==> src/sv/cle_pkg.sv <==
// shared types, codes and constants of the console line editor
`default_nettype none
package cle_pkg;

  localparam int FIELD_W = 6;
  localparam int KEY_W = 8;
  localparam int LINE_CAPACITY_DEF = 64;
  localparam int HISTORY_DEPTH_DEF = 8;

  localparam logic [KEY_W-1:0] KEY_ENTER = 8'd10;
  localparam logic [KEY_W-1:0] KEY_BACKSPACE = 8'd8;
  localparam logic [KEY_W-1:0] PRINT_LO = 8'd32;
  localparam logic [KEY_W-1:0] PRINT_HI = 8'd126;

  localparam logic [KEY_W-1:0] KEY_UP_RESET = 8'd128;
  localparam logic [KEY_W-1:0] KEY_DOWN_RESET = 8'd129;
  localparam logic [KEY_W-1:0] KEY_LEFT_RESET = 8'd130;
  localparam logic [KEY_W-1:0] KEY_RIGHT_RESET = 8'd131;

  localparam int CFG_IDX_W = 2;
  localparam logic [CFG_IDX_W-1:0] REG_KEY_UP = 2'd0;
  localparam logic [CFG_IDX_W-1:0] REG_KEY_DOWN = 2'd1;
  localparam logic [CFG_IDX_W-1:0] REG_KEY_LEFT = 2'd2;
  localparam logic [CFG_IDX_W-1:0] REG_KEY_RIGHT = 2'd3;

  typedef enum logic [2:0] {
    ACT_NONE = 3'd0,
    ACT_LEFT = 3'd1,
    ACT_RIGHT = 3'd2,
    ACT_REDRAW = 3'd3,
    ACT_COMMIT = 3'd4,
    ACT_CLEAR = 3'd5
  } action_t;

  typedef enum logic [2:0] {
    IDX_HOLD, IDX_ZERO, IDX_CURM1, IDX_LEN, IDX_INC, IDX_DEC
  } idx_op_t;

  typedef enum logic [1:0] {RD_IDX, RD_NEXT, RD_PREV} rd_sel_t;

  typedef enum logic [1:0] {WD_LINE, WD_HIST, WD_KEY} wd_sel_t;

  typedef enum logic [2:0] {
    RO_NONE, RO_LEFT, RO_RIGHT, RO_BS, RO_INS, RO_LOAD, RO_CLEAR
  } reg_op_t;

  typedef enum logic [1:0] {BR_NONE, BR_UP, BR_DOWN} br_op_t;

  typedef enum logic {HS_NEWEST, HS_BROWSE} hist_sel_t;

  typedef struct packed {
    logic take_key;
    idx_op_t idx_op;
    rd_sel_t rd_sel;
    logic line_wr;
    wd_sel_t wd_sel;
    logic hist_wr;
    hist_sel_t hist_sel;
    reg_op_t reg_op;
    br_op_t br_op;
    logic commit;
    logic emit;
    action_t out_act;
    logic out_stream;
    logic out_last;
    logic out_zero_pos;
  } cmd_t;

  typedef struct packed {
    logic k_updown;
    logic k_up;
    logic k_left;
    logic k_right;
    logic k_enter;
    logic k_bs;
    logic k_print;
    logic hist_empty;
    logic browsing;
    logic down_exit;
    logic cur_zero;
    logic cur_at_end;
    logic len_zero;
    logic line_full;
    logic bs_more;
    logic ins_more;
    logic ld_more;
    logic idx_last;
    logic newest_eq;
    logic char_diff;
    logic out_free;
  } status_t;

endpackage
`default_nettype wire

==> src/sv/cle_controller.sv <==
// sequencer for key decode, line edits, history browse and commit
`default_nettype none
module cle_controller (
  input  wire logic clk,
  input  wire logic rst,
  input  wire logic in_valid,
  output logic in_stall,
  input  wire cle_pkg::status_t status,
  output cle_pkg::cmd_t cmd
);
  import cle_pkg::*;

  typedef enum logic [4:0] {
    S_IDLE, S_DECODE, S_BS_RD, S_BS_WR, S_INS_RD, S_INS_WR, S_LD_RD, S_LD_WR,
    S_ST_RD, S_ST_OUT, S_SGL, S_ST_CHK, S_CMP_RD, S_CMP_CHK, S_CP_RD, S_CP_WR,
    S_FIN
  } state_t;

  state_t state, state_next;
  action_t act, act_next;
  logic is_enter, is_enter_next;

  assign in_stall = (state != S_IDLE);

  always_comb begin
    cmd = '0;
    state_next = state;
    act_next = act;
    is_enter_next = is_enter;
    cmd.out_zero_pos = is_enter;
    cmd.out_act = act;
    case (state)
      S_IDLE: begin
        if (in_valid) begin
          cmd.take_key = 1'b1;
          is_enter_next = 1'b0;
          act_next = ACT_NONE;
          state_next = S_DECODE;
        end
      end
      S_DECODE: begin
        state_next = S_SGL;
        act_next = ACT_NONE;
        if (status.k_updown) begin
          if (status.hist_empty) begin
            act_next = ACT_NONE;
          end else if (status.k_up) begin
            cmd.br_op = BR_UP;
            cmd.idx_op = IDX_ZERO;
            act_next = ACT_REDRAW;
            state_next = S_LD_RD;
          end else if (!status.browsing) begin
            act_next = ACT_NONE;
          end else if (status.down_exit) begin
            cmd.reg_op = RO_CLEAR;
            act_next = ACT_CLEAR;
          end else begin
            cmd.br_op = BR_DOWN;
            cmd.idx_op = IDX_ZERO;
            act_next = ACT_REDRAW;
            state_next = S_LD_RD;
          end
        end else if (status.k_left) begin
          if (!status.cur_zero) begin
            cmd.reg_op = RO_LEFT;
            act_next = ACT_LEFT;
          end
        end else if (status.k_right) begin
          if (!status.cur_at_end) begin
            cmd.reg_op = RO_RIGHT;
            act_next = ACT_RIGHT;
          end
        end else if (status.k_enter) begin
          is_enter_next = 1'b1;
          act_next = ACT_COMMIT;
          cmd.idx_op = IDX_ZERO;
          state_next = S_ST_RD;
        end else if (status.k_bs) begin
          if (!status.cur_zero && !status.len_zero) begin
            act_next = ACT_REDRAW;
            cmd.idx_op = IDX_CURM1;
            state_next = S_BS_RD;
          end
        end else if (status.k_print) begin
          if (!status.line_full) begin
            act_next = ACT_REDRAW;
            cmd.idx_op = IDX_LEN;
            state_next = S_INS_RD;
          end
        end
      end
      S_BS_RD: begin
        cmd.rd_sel = RD_NEXT;
        if (status.bs_more) begin
          state_next = S_BS_WR;
        end else begin
          cmd.reg_op = RO_BS;
          cmd.idx_op = IDX_ZERO;
          state_next = S_ST_RD;
        end
      end
      S_BS_WR: begin
        cmd.line_wr = 1'b1;
        cmd.wd_sel = WD_LINE;
        cmd.idx_op = IDX_INC;
        state_next = S_BS_RD;
      end
      S_INS_RD: begin
        cmd.rd_sel = RD_PREV;
        if (status.ins_more) begin
          state_next = S_INS_WR;
        end else begin
          cmd.line_wr = 1'b1;
          cmd.wd_sel = WD_KEY;
          cmd.reg_op = RO_INS;
          cmd.idx_op = IDX_ZERO;
          state_next = S_ST_RD;
        end
      end
      S_INS_WR: begin
        cmd.line_wr = 1'b1;
        cmd.wd_sel = WD_LINE;
        cmd.idx_op = IDX_DEC;
        state_next = S_INS_RD;
      end
      S_LD_RD: begin
        cmd.hist_sel = HS_BROWSE;
        if (status.ld_more) begin
          state_next = S_LD_WR;
        end else begin
          cmd.reg_op = RO_LOAD;
          cmd.idx_op = IDX_ZERO;
          state_next = S_ST_RD;
        end
      end
      S_LD_WR: begin
        cmd.hist_sel = HS_BROWSE;
        cmd.line_wr = 1'b1;
        cmd.wd_sel = WD_HIST;
        cmd.idx_op = IDX_INC;
        state_next = S_LD_RD;
      end
      S_ST_RD: begin
        state_next = status.len_zero ? S_SGL : S_ST_OUT;
      end
      S_ST_OUT: begin
        if (status.out_free) begin
          cmd.emit = 1'b1;
          cmd.out_stream = 1'b1;
          cmd.out_last = status.idx_last;
          if (status.idx_last) begin
            state_next = is_enter ? S_ST_CHK : S_IDLE;
          end else begin
            cmd.idx_op = IDX_INC;
            state_next = S_ST_RD;
          end
        end
      end
      S_SGL: begin
        if (status.out_free) begin
          cmd.emit = 1'b1;
          cmd.out_last = 1'b1;
          state_next = is_enter ? S_ST_CHK : S_IDLE;
        end
      end
      S_ST_CHK: begin
        cmd.idx_op = IDX_ZERO;
        if (status.len_zero) begin
          state_next = S_FIN;
        end else if (!status.hist_empty && status.newest_eq) begin
          state_next = S_CMP_RD;
        end else begin
          state_next = S_CP_RD;
        end
      end
      S_CMP_RD: begin
        cmd.hist_sel = HS_NEWEST;
        state_next = S_CMP_CHK;
      end
      S_CMP_CHK: begin
        cmd.hist_sel = HS_NEWEST;
        if (status.char_diff) begin
          cmd.idx_op = IDX_ZERO;
          state_next = S_CP_RD;
        end else if (status.idx_last) begin
          state_next = S_FIN;
        end else begin
          cmd.idx_op = IDX_INC;
          state_next = S_CMP_RD;
        end
      end
      S_CP_RD: begin
        state_next = S_CP_WR;
      end
      S_CP_WR: begin
        cmd.hist_wr = 1'b1;
        if (status.idx_last) begin
          cmd.commit = 1'b1;
          state_next = S_FIN;
        end else begin
          cmd.idx_op = IDX_INC;
          state_next = S_CP_RD;
        end
      end
      S_FIN: begin
        cmd.reg_op = RO_CLEAR;
        state_next = S_IDLE;
      end
      default: state_next = S_IDLE;
    endcase
  end

  always_ff @(posedge clk) begin
    if (rst) begin
      state <= S_IDLE;
      act <= ACT_NONE;
      is_enter <= 1'b0;
    end else begin
      state <= state_next;
      act <= act_next;
      is_enter <= is_enter_next;
    end
  end

endmodule
`default_nettype wire

==> config.mk <==
export PLATFORM = sky130hd
export DESIGN_NAME = cle_controller
export DESIGN_NICKNAME = d
export VERILOG_FILES = /design/src/sv/cle_pkg.sv /design/src/sv/cle_controller.sv
export SDC_FILE = /design/constraint.sdc
export NUM_CORES = 1
export LEC_CHECK = 0
export BUFFER_PORTS_ARGS = -buffer_cell sky130_fd_sc_hd__buf_2
export CAP_MARGIN = 20
export CORE_MARGIN = 2
export CORE_UTILIZATION = 40
export DETAILED_ROUTE_END_ITERATION = 10
export PLACE_DENSITY = 0.69
export SETUP_SLACK_MARGIN = 0.3
export SLEW_MARGIN = 10
export SYNTH_ARGS = -nofsm -noshare
export SYNTH_HDL_FRONTEND = slang
export SYNTH_SLANG_ARGS = --single-unit
==> constraint.sdc <==
create_clock -name clk -period 2.2 [get_ports clk]
set_input_delay 0.66 -clock clk [delete_from_list [all_inputs] [get_ports clk]]
set_output_delay 0.66 -clock clk [all_outputs]
set_load 0.005 [all_outputs]
* Word-level counts from Yosys, hierarchy flattened
Cells that the tools add are included.
** Operators by class
- Mux-type cells :: 95
- Equality and inequality tests :: 23
- Reductions and logical operators :: 15
** Operators with widths (number)
- $pmux W5 S16 :: 1
- $mux W3 :: 26
- $mux W5 :: 14
- $mux W4 :: 12
- $eq A5 B4 Y1 const B :: 8
- $pmux W3 S10 :: 1
- $mux W2 :: 13
- $mux W1 :: 22
- $eq A5 B3 Y1 const B :: 4
- $pmux W3 S5 :: 1
- $ne A2 B2 Y1 const B :: 7
- $eq A5 B2 Y1 const B :: 2
- $pmux W3 S3 :: 1
- $reduce_or A2 Y1 :: 4
- $pmux W3 S2 :: 1
- $reduce_and A6 Y1 :: 1
- $eq A5 B1 Y1 const B :: 1
- $eq A5 B5 Y1 const B :: 1
- $logic_not A5 Y1 :: 1
- $reduce_bool A5 Y1 :: 1
- $pmux W1 S2 :: 2
- $pmux W2 S2 :: 1
- $logic_not A1 Y1 :: 3
- $reduce_and A3 Y1 :: 1
- other kinds (3) :: 4
** Storage, ports and cells
- Logic and storage cells :: 136
- Output and inout port bits :: 25
- Flip-flop bits (word level) :: 9

* Longest topological paths before layout
Gate-level depths: netlist (run 1).
- Depth after elaboration :: 9
- Mapped depth :: 7

* Least setup slack after synthesis (run 1)
No wires, ideal clock.
- Kind :: in2out
- From :: input status[20] (netlist bit)
- To :: output cmd[21] (netlist bit)
- Required time :: 1540 ps
- Stages :: 3
- Path slack :: 53 ps
- Arrival :: 1487 ps
- Path through :: or3_1 -> or3_1 -> nor2_1
** RTL lines
- from (decl) :: RTL line cle_controller.sv:8 : input wire cle_pkg::status_t status,
- to (decl) :: RTL line cle_controller.sv:9 : output cle_pkg::cmd_t cmd

==> results of run 1 <==
==> area by class of cell <==
| class | instances | area, um^2 | share of cell area |
|---|---|---|---|
| multi-input cells | 133 | 1120 | 0.488 |
| flip-flops and latches | 9 | 199 | 0.0868 |
| repair buffers | 117 | 886 | 0.387 |
| well taps | 31 | 38.8 | 0.0169 |
| clock buffers | 4 | 26.3 | 0.0115 |
| inverters | 6 | 22.5 | 0.00983 |
==> state kept, by name, summed over array words and instances, names as in the netlist <==
register  cells
state         5
act           3
is_enter      1
==> cells by family after synthesis <==
family,count (synthesis),share of synthesized area
AOI/OAI and AO/OA,48,0.284
xor gates and xnor gates,1,0.00765
buffers and inverters,17,0.110
DFF,9,0.157
muxes,3,0.0262
and+or+nand+nor,81,0.414
==> where the power goes <==
| group | internal (uW) | switching, uW | total [uW] |
|---|---|---|---|
| clock | 69.9 | 61.4 | 131 |
| sequential | 216 | 63.6 | 280 |
| combinational | 864 | 789 | 1650 |
==> Yosys cell counts (2+ instances only) <==
master,n,area share
mux2i_1,3,0.026
nor3b_1,4,0.026
nand2b_1,3,0.016
dfxtp_1,9,0.16
nor2_1,13,0.043
o21ai_0,8,0.035
buf_2,4,0.017
a32oi_1,2,0.015
nand3_1,6,0.026
clkbuf_8,2,0.024
nor4_1,2,0.011
nand4b_1,2,0.015
buf_6,3,0.030
nand2_1,11,0.036
inv_1,4,0.013
a211oi_1,2,0.013
or3_1,3,0.016
a21oi_1,16,0.070
inv_2,2,0.0066
a31oi_1,2,0.011
nor3_1,12,0.052
o22ai_1,3,0.016
and3_1,4,0.022
o21ai_1,2,0.0087
nor2b_1,6,0.033
==> metrics by stage <==
stage	TNS (ns)	hold WS, ns	util
floorplan	0	0.462	-
global placement	-0.344	0.464	0.578
detailed placement	-0.514	0.458	0.578
CTS	-0.258	0.478	0.753
global route	-0.576	0.521	0.838
finish	-0.380	0.483	0.838
==> worst max-delay path, delay by kind of cell <==
family                 cells  cell delay, ns
buffers and inverters      2            0.20
AND/OR/NAND/NOR            3            0.81
==> routing by layer <==
layer	share of wire	global-route usage
met5	0	0
met2	0.49	0.516
met4	0.038	0.133
met3	0.071	0.0544
met1	0.40	0.380
==> worst paths after layout <==
path                                  from       end  slack (ns)  cells past startpoint
worst max-delay path            status[20]   cmd[21]       -0.14                      5
worst min-delay path                act[0]    act[0]        0.48                      2
worst max register to register    state[1]  state[1]        0.33                      7
worst min register to register      act[0]    act[0]        0.48                      2
==> what timing repair did <==
action | 4_1_cts | 5_1_grt
gates cloned | 1 | 0
pin swaps | 13 | 16
endpoints found under the setup margin | 22 | 21
setup buffers | 26 | 11
gates resized for setup | 65 | 32
==> tab_implementation.tex, run 1 <==
\begin{tabular}{lr}
\hline
Metric & Value \\
\hline
\multicolumn{2}{l}{\textbf{Floorplanning}} \\
\quad Placeable core region & about 2700 um\^{}2 \\
\quad Die Ht & around 58 um \\
\quad Die area & roughly 3300 um\^{}2 \\
\quad Cell Rows & 19 \\
\quad Number of placed I/O pins & 49 \\
\quad Horizontal extent of the die & 57.5 um \\
\quad Starting density of the core & 0.419 \\
\multicolumn{2}{l}{\textbf{Yosys}} \\
\quad Flip-flop and latch count after synthesis & 9 \\
\quad Count of different cell masters after synthesis & 56 \\
\quad Netlist Area Pre-Place & about 1100 um\^{}2 \\
\quad Dominant synthesized flop cell & dfxtp\_1 \\
\quad Synth async-reset ratio & 0 \\
\quad Post-Synthesis Cells & between 150 and 200 \\
\quad Net count of the mapped netlist & 183 \\
\quad Yosys warning count & 0 \\
\quad Post-synth EDFFs & 0 \\
\quad Register area share after synthesis & 0.157 \\
\quad Avg Inst Size Synth & just over 7 um\^{}2 \\
\multicolumn{2}{l}{\textbf{Setup path}} \\
\quad Slowest stage cell, crit path & or3\_4 \\
\quad Endpoint class of the critical path & output port \\
\quad Crit-path most repeated cell & or3\_4 \\
\quad Arrival time of the worst setup path & around 1.7 ns \\
\quad Data required time at the worst endpoint & 1.54 ns \\
\quad Critical-path maximum fanout & 3 \\
\quad Sort of element at the start of the critical path & primary input \\
\quad CP Class & in2out \\
\quad Cell-by-cell trace of the critical path & buf\_6 > or3\_4 > or3\_4 > nor2\_2 > buf\_2 \\
\quad Delay of the slowest cell on the worst path & approximately 0.38 ns \\
\multicolumn{2}{l}{\textbf{Detailed routing}} \\
\quad Detailed-route vias per instance & 5.93 \\
\quad DRC Markers & 0 \\
\quad Total wire length after detailed routing & between 5000 and 6000 um \\
\quad Initial drt markers & $\sim$130 \\
\quad Via Count & between 1500 and 2000 \\
\quad Number of nets with antenna violations after routing & 0 \\
\quad DR WL/cell & between 15 and 20 um \\
\quad Number of detailed-routing iterations run before antenna repair & 4 \\
\multicolumn{2}{l}{\textbf{Clock network}} \\
\quad Count of H-tree levels built during CTS & 1 \\
\quad Clock Sink Count & 9 \\
\quad Clock Tree Root & clkbuf\_4 \\
\quad Worst-Skew Late Latency & 0.26 ns \\
\quad Maximum count of clock buffers along a single path & 2 \\
\quad Clock tree from TritonCTS & yes \\
\quad Clock Pin Slew Worst Setup and Hold Paths & 0.07 ns \\
\quad CTS Buf Count & 3 \\
\quad CTS Hold Buffers Added & 0 \\
\multicolumn{2}{l}{\textbf{STA}} \\
\quad Number of hold-slack violations in the final timing report & 0 \\
\quad Minimum clock period & approximately 2.3 ns \\
\quad Highest Clock Rate & 428 MHz \\
\quad Final count of pins violating max slew & 0 \\
\quad Pin slew with the least headroom to its limit & 0.323 ns \\
\quad Period utilization & 1.06 \\
\quad Setup slack of the critical path after layout & -0.137 ns \\
\quad Unrepaired setup endpoints after global routing & true \\
\quad Relative slew slack & 0.782 \\
\quad Setup-failing EPs final & 4 \\
\quad Final setup skew & 0.00364 ns \\
\multicolumn{2}{l}{\textbf{Placement}} \\
\quad Pre-CTS setup slack & -0.232 ns \\
\quad Cell area reported after detailed placement & between 1500 and 2000 um\^{}2 \\
\quad Final weighted congestion of routability-driven global placement & between 0.9 and 1 \\
\quad Number of placed instances with taps included & 258 \\
\quad Number of buffers added on ports & 48 \\
\quad Estimated wirelength of the detail-placed design & between 3000 and 4000 um \\
\multicolumn{2}{l}{\textbf{Finish}} \\
\quad Share of layout cells above drive strength 1 & 0.680 \\
\quad Filler-free cell count of the finished design & 300 \\
\quad \# nets final & $\sim$290 \\
\quad Commonest cells after routing, fill and taps aside & buf\_4 (53), buf\_2 (40), buf\_6 (22) \\
\quad Final non-filler cell area & between 2000 and 2500 um\^{}2 \\
\quad Inserted Diodes & 0 \\
\quad Most common library cell in the layout ignoring fill and taps & buf\_4 \\
\quad Fillers & roughly 160 \\
\quad Layout Area Growth over Synthesis & 100\% \\
\multicolumn{2}{l}{\textbf{Global routing}} \\
\quad Initial antenna violation count & 0 \\
\quad Maximum number of pins on one net before global-route repair & 11 \\
\quad Total global routing track utilization & 0.306 \\
\quad Global-route wire length before repair & between 8000 and 9000 um \\
\quad Number of global-route vias before repair & 1712 \\
\quad Grt ovf & 0 \\
\multicolumn{2}{l}{\textbf{Outcome}} \\
\quad Run status & finished, violations left \\
\quad Violations in the final reports & negative setup slack \\
\multicolumn{2}{l}{\textbf{Hold path}} \\
\quad Worst min-delay path class & reg2reg \\
\multicolumn{2}{l}{\textbf{Power}} \\
\quad Worst IR drop on VDD & roughly 0.0011 V \\
\quad Power density of the placed cells & 901 nW/um\^{}2 \\
\quad Leak Pwr & approximately 0.0011 uW \\
\quad Overall power consumption & 2060 uW \\
\multicolumn{2}{l}{\textbf{Job}} \\
\quad Max capacitance violation total & 0 \\
\hline
\end{tabular}
No activity file was read; power rests on OpenSTA's default activity.
==> run 2: changes to the inputs <==
==> constraint.sdc (replaced) <==
create_clock -name clk -period 2.65 [get_ports clk]
set_input_delay 0.795 -clock clk [delete_from_list [all_inputs] [get_ports clk]]
set_output_delay 0.795 -clock clk [all_outputs]
set_load 0.005 [all_outputs]
==> tab_implementation.tex, run 2 (synthesis gave the netlist of run 1 again) <==
\begin{tabular}{lr}
\hline
Metric & Value \\
\hline
\multicolumn{2}{l}{\textbf{Clock network}} \\
\quad Clock Pin Slew Worst Setup and Hold Paths & 0.06 ns (was 0.07 ns) \\
\quad Clock Tree Root & clkbuf\_4 (unchanged) \\
\quad Clock tree from TritonCTS & yes (unchanged) \\
\quad Worst-Skew Late Latency & 0.26 ns (about the same) \\
\quad Count of H-tree levels built during CTS & 1 (unchanged) \\
\quad Maximum count of clock buffers along a single path & 2 (unchanged) \\
\quad Clock Sink Count & 9 (unchanged) \\
\quad CTS Buf Count & 3 (unchanged) \\
\quad CTS Hold Buffers Added & 0 (unchanged) \\
\multicolumn{2}{l}{\textbf{Global routing}} \\
\quad Global-route wire length before repair & 6180 um (was 8020 um) \\
\quad Initial antenna violation count & 0 (unchanged) \\
\quad Maximum number of pins on one net before global-route repair & 14 (was 11) \\
\quad Grt ovf & 0 (unchanged) \\
\quad Number of global-route vias before repair & 1384 (was 1712) \\
\quad Total global routing track utilization & 0.238 (was 0.306) \\
\multicolumn{2}{l}{\textbf{Finish}} \\
\quad Share of layout cells above drive strength 1 & 0.484 (was 0.680) \\
\quad Largest reg by FF count & state (unchanged) \\
\quad \# nets final & 246 (was 294) \\
\quad Commonest cells after routing, fill and taps aside & buf\_2 (43), buf\_4 (16), a21oi\_1 (14) (was buf\_4 (53), buf\_2 (40), buf\_6 (22)) \\
\quad Layout Area Growth over Synthesis & 44.0\% (was 100\%) \\
\quad Most common library cell in the layout ignoring fill and taps & buf\_2 (was buf\_4) \\
\quad End-of-flow core utilization & 0.603 (was 0.838) \\
\quad Flip-flop count of the largest register after layout & 5 (unchanged) \\
\quad Largest registers ranked by flip-flop count & state x5, act x3, is\_enter x1 (unchanged) \\
\quad Inserted Diodes & 0 (unchanged) \\
\multicolumn{2}{l}{\textbf{Detailed routing}} \\
\quad Via Count & 1523 (was 1780) \\
\quad Number of detailed-routing iterations run before antenna repair & 4 (unchanged) \\
\quad DRC Markers & 0 (unchanged) \\
\quad Number of nets with antenna violations after routing & 0 (unchanged) \\
\quad DR WL/cell & 16.3 um (was 18.4 um) \\
\quad Detailed-route vias per instance & 6.04 (was 5.93) \\
\quad Total wire length after detailed routing & 4110 um (was 5510 um) \\
\quad Initial drt markers & 64 (was 127) \\
\multicolumn{2}{l}{\textbf{Hold path}} \\
\quad Startpoint of the worst hold path & act[0] (unchanged) \\
\quad Worst min-delay path class & reg2reg (unchanged) \\
\multicolumn{2}{l}{\textbf{Power}} \\
\quad Leak Pwr & 0.000753 uW (was 0.00106 uW) \\
\quad Power density of the placed cells & 665 nW/um\^{}2 (was 901 nW/um\^{}2) \\
\quad Worst IR drop on VDD & 0.000576 V (was 0.00109 V) \\
\multicolumn{2}{l}{\textbf{STA}} \\
\quad Setup-failing EPs final & 0 (was 4) \\
\quad Setup slack of the critical path after layout & 0.0379 ns (was -0.137 ns) \\
\quad Highest Clock Rate & roughly 380 MHz \\
\quad Final setup skew & 0.00106 ns (was 0.00364 ns) \\
\quad Unrepaired setup endpoints after global routing & true (unchanged) \\
\quad Period utilization & 0.986 \\
\quad Number of hold-slack violations in the final timing report & 0 (unchanged) \\
\quad Pin slew with the least headroom to its limit & 0.343 ns (was 0.323 ns) \\
\quad Final count of pins violating max slew & 0 (unchanged) \\
\quad Post-route worst hold slack & 0.470 ns (was 0.483 ns) \\
\quad Relative slew slack & 0.770 (was 0.782) \\
\quad Minimum clock period & 2.61 ns \\
\quad Total negative slack for setup checks & 0 ns (was -0.380 ns) \\
\multicolumn{2}{l}{\textbf{Setup path}} \\
\quad Endpoint class of the critical path & output port (unchanged) \\
\quad Cell-by-cell trace of the critical path & buf\_6 > or3\_4 > or3\_4 > nor2\_2 > buf\_2 (unchanged) \\
\quad Sort of element at the start of the critical path & primary input (unchanged) \\
\quad Arrival time of the worst setup path & 1.82 ns (was 1.68 ns) \\
\quad Slowest stage cell, crit path & or3\_4 (unchanged) \\
\quad Delay of the slowest cell on the worst path & 0.38 ns (about the same) \\
\quad Crit-path most repeated cell & or3\_4 (unchanged) \\
\quad Worst setup path start & status[20] (unchanged) \\
\quad CP Class & in2out (unchanged) \\
\quad Crit Reg-Reg Startpoint & state[4] (was state[1]) \\
\quad Worst reg2reg setup slack & 0.88 ns (was 0.33 ns) \\
\quad Data required time at the worst endpoint & 1.86 ns (was 1.54 ns) \\
\quad Critical-path maximum fanout & 3 (unchanged) \\
\multicolumn{2}{l}{\textbf{Job}} \\
\quad Max capacitance violation total & 0 (unchanged) \\
\multicolumn{2}{l}{\textbf{Floorplanning}} \\
\quad Horizontal extent of the die & 57.5 um (unchanged) \\
\quad Starting density of the core & 0.419 (unchanged) \\
\quad Placeable core region & 2730 um\^{}2 (unchanged) \\
\quad Die area & 3310 um\^{}2 (unchanged) \\
\quad Number of placed I/O pins & 49 (unchanged) \\
\quad Cell Rows & 19 (unchanged) \\
\quad Die Ht & 57.5 um (unchanged) \\
\multicolumn{2}{l}{\textbf{Placement}} \\
\quad Final weighted congestion of routability-driven global placement & 0.945 (was 0.946) \\
\quad Estimated wirelength of the detail-placed design & 2960 um (was 3250 um) \\
\quad Pre-CTS setup slack & -0.0337 ns (was -0.232 ns) \\
\quad Number of buffers added on ports & 48 (unchanged) \\
\multicolumn{2}{l}{\textbf{Outcome}} \\
\quad Run status & completed (was finished, violations left) \\
\hline
\end{tabular}
-- run 2: cell types whose count changed in the layout (fill, tap and decap cells not counted), moves of 3 or more --
cell,previous run,this run
buf_4,53,16
buf_6,22,9
nand2_1,5,10
dfxtp_4,5,1
nor2_1,7,11
nor3_1,6,10
buf_2,40,43
nor2_4,4,1
nor3_4,3,0
-- run 2: layout make-up --
| type | count | area [um^2] |
|---|---|---|
| clock buffers | 4 | 26.3 |
| fillers | 256 | 1080 |
| inverters | 6 | 22.5 |
| multi-input cells | 133 | 923 |
| flip-flops and latches | 9 | 186 |
| well taps | 31 | 38.8 |
| repair buffers | 69 | 452 |
-- run 2: routing by layer --
layer | wire (um) | part of all wire | GRT usage
met5 | 0 | 0 | 0
met4 | 127 | 0.031 | 0.106
met3 | 316 | 0.077 | 0.0522
met2 | 2040 | 0.50 | 0.394
met1 | 1620 | 0.39 | 0.293
-- run 2: repair_timing --
item / CTS / global route
gates resized for setup: 16 / 22
pin swaps: 8 / 2
setup buffers: 4 / 2
setup endpoints to repair: 14 / 11
-- run 2: path summary, 6_finish.rpt --
path,to,cells after the start
hold reg to reg,act[0],2
hold / removal,act[0],2
setup / recovery,cmd[21],5
setup reg to reg,state[1],6
-- run 2: metrics by stage --
step                area, um^2  total power [uW]  std cells
finish                    1650              1100        252
floorplan                 1140               706        159
detailed placement        1430               911        242
global placement          1430               913        242
CTS                       1550              1050        250
global route              1650              1190        252
-- run 2: critical path: cells and delay by family --
family	cells	cell delay, ns
simple gates	3	0.81
buf+inv	2	0.22
-- run 2: power breakdown --
group | total [uW] | switching [uW] | internal [uW]
Sequential | 236 | 60.6 | 175
Combinational | 754 | 408 | 346
Clock | 106 | 48.0 | 58.0
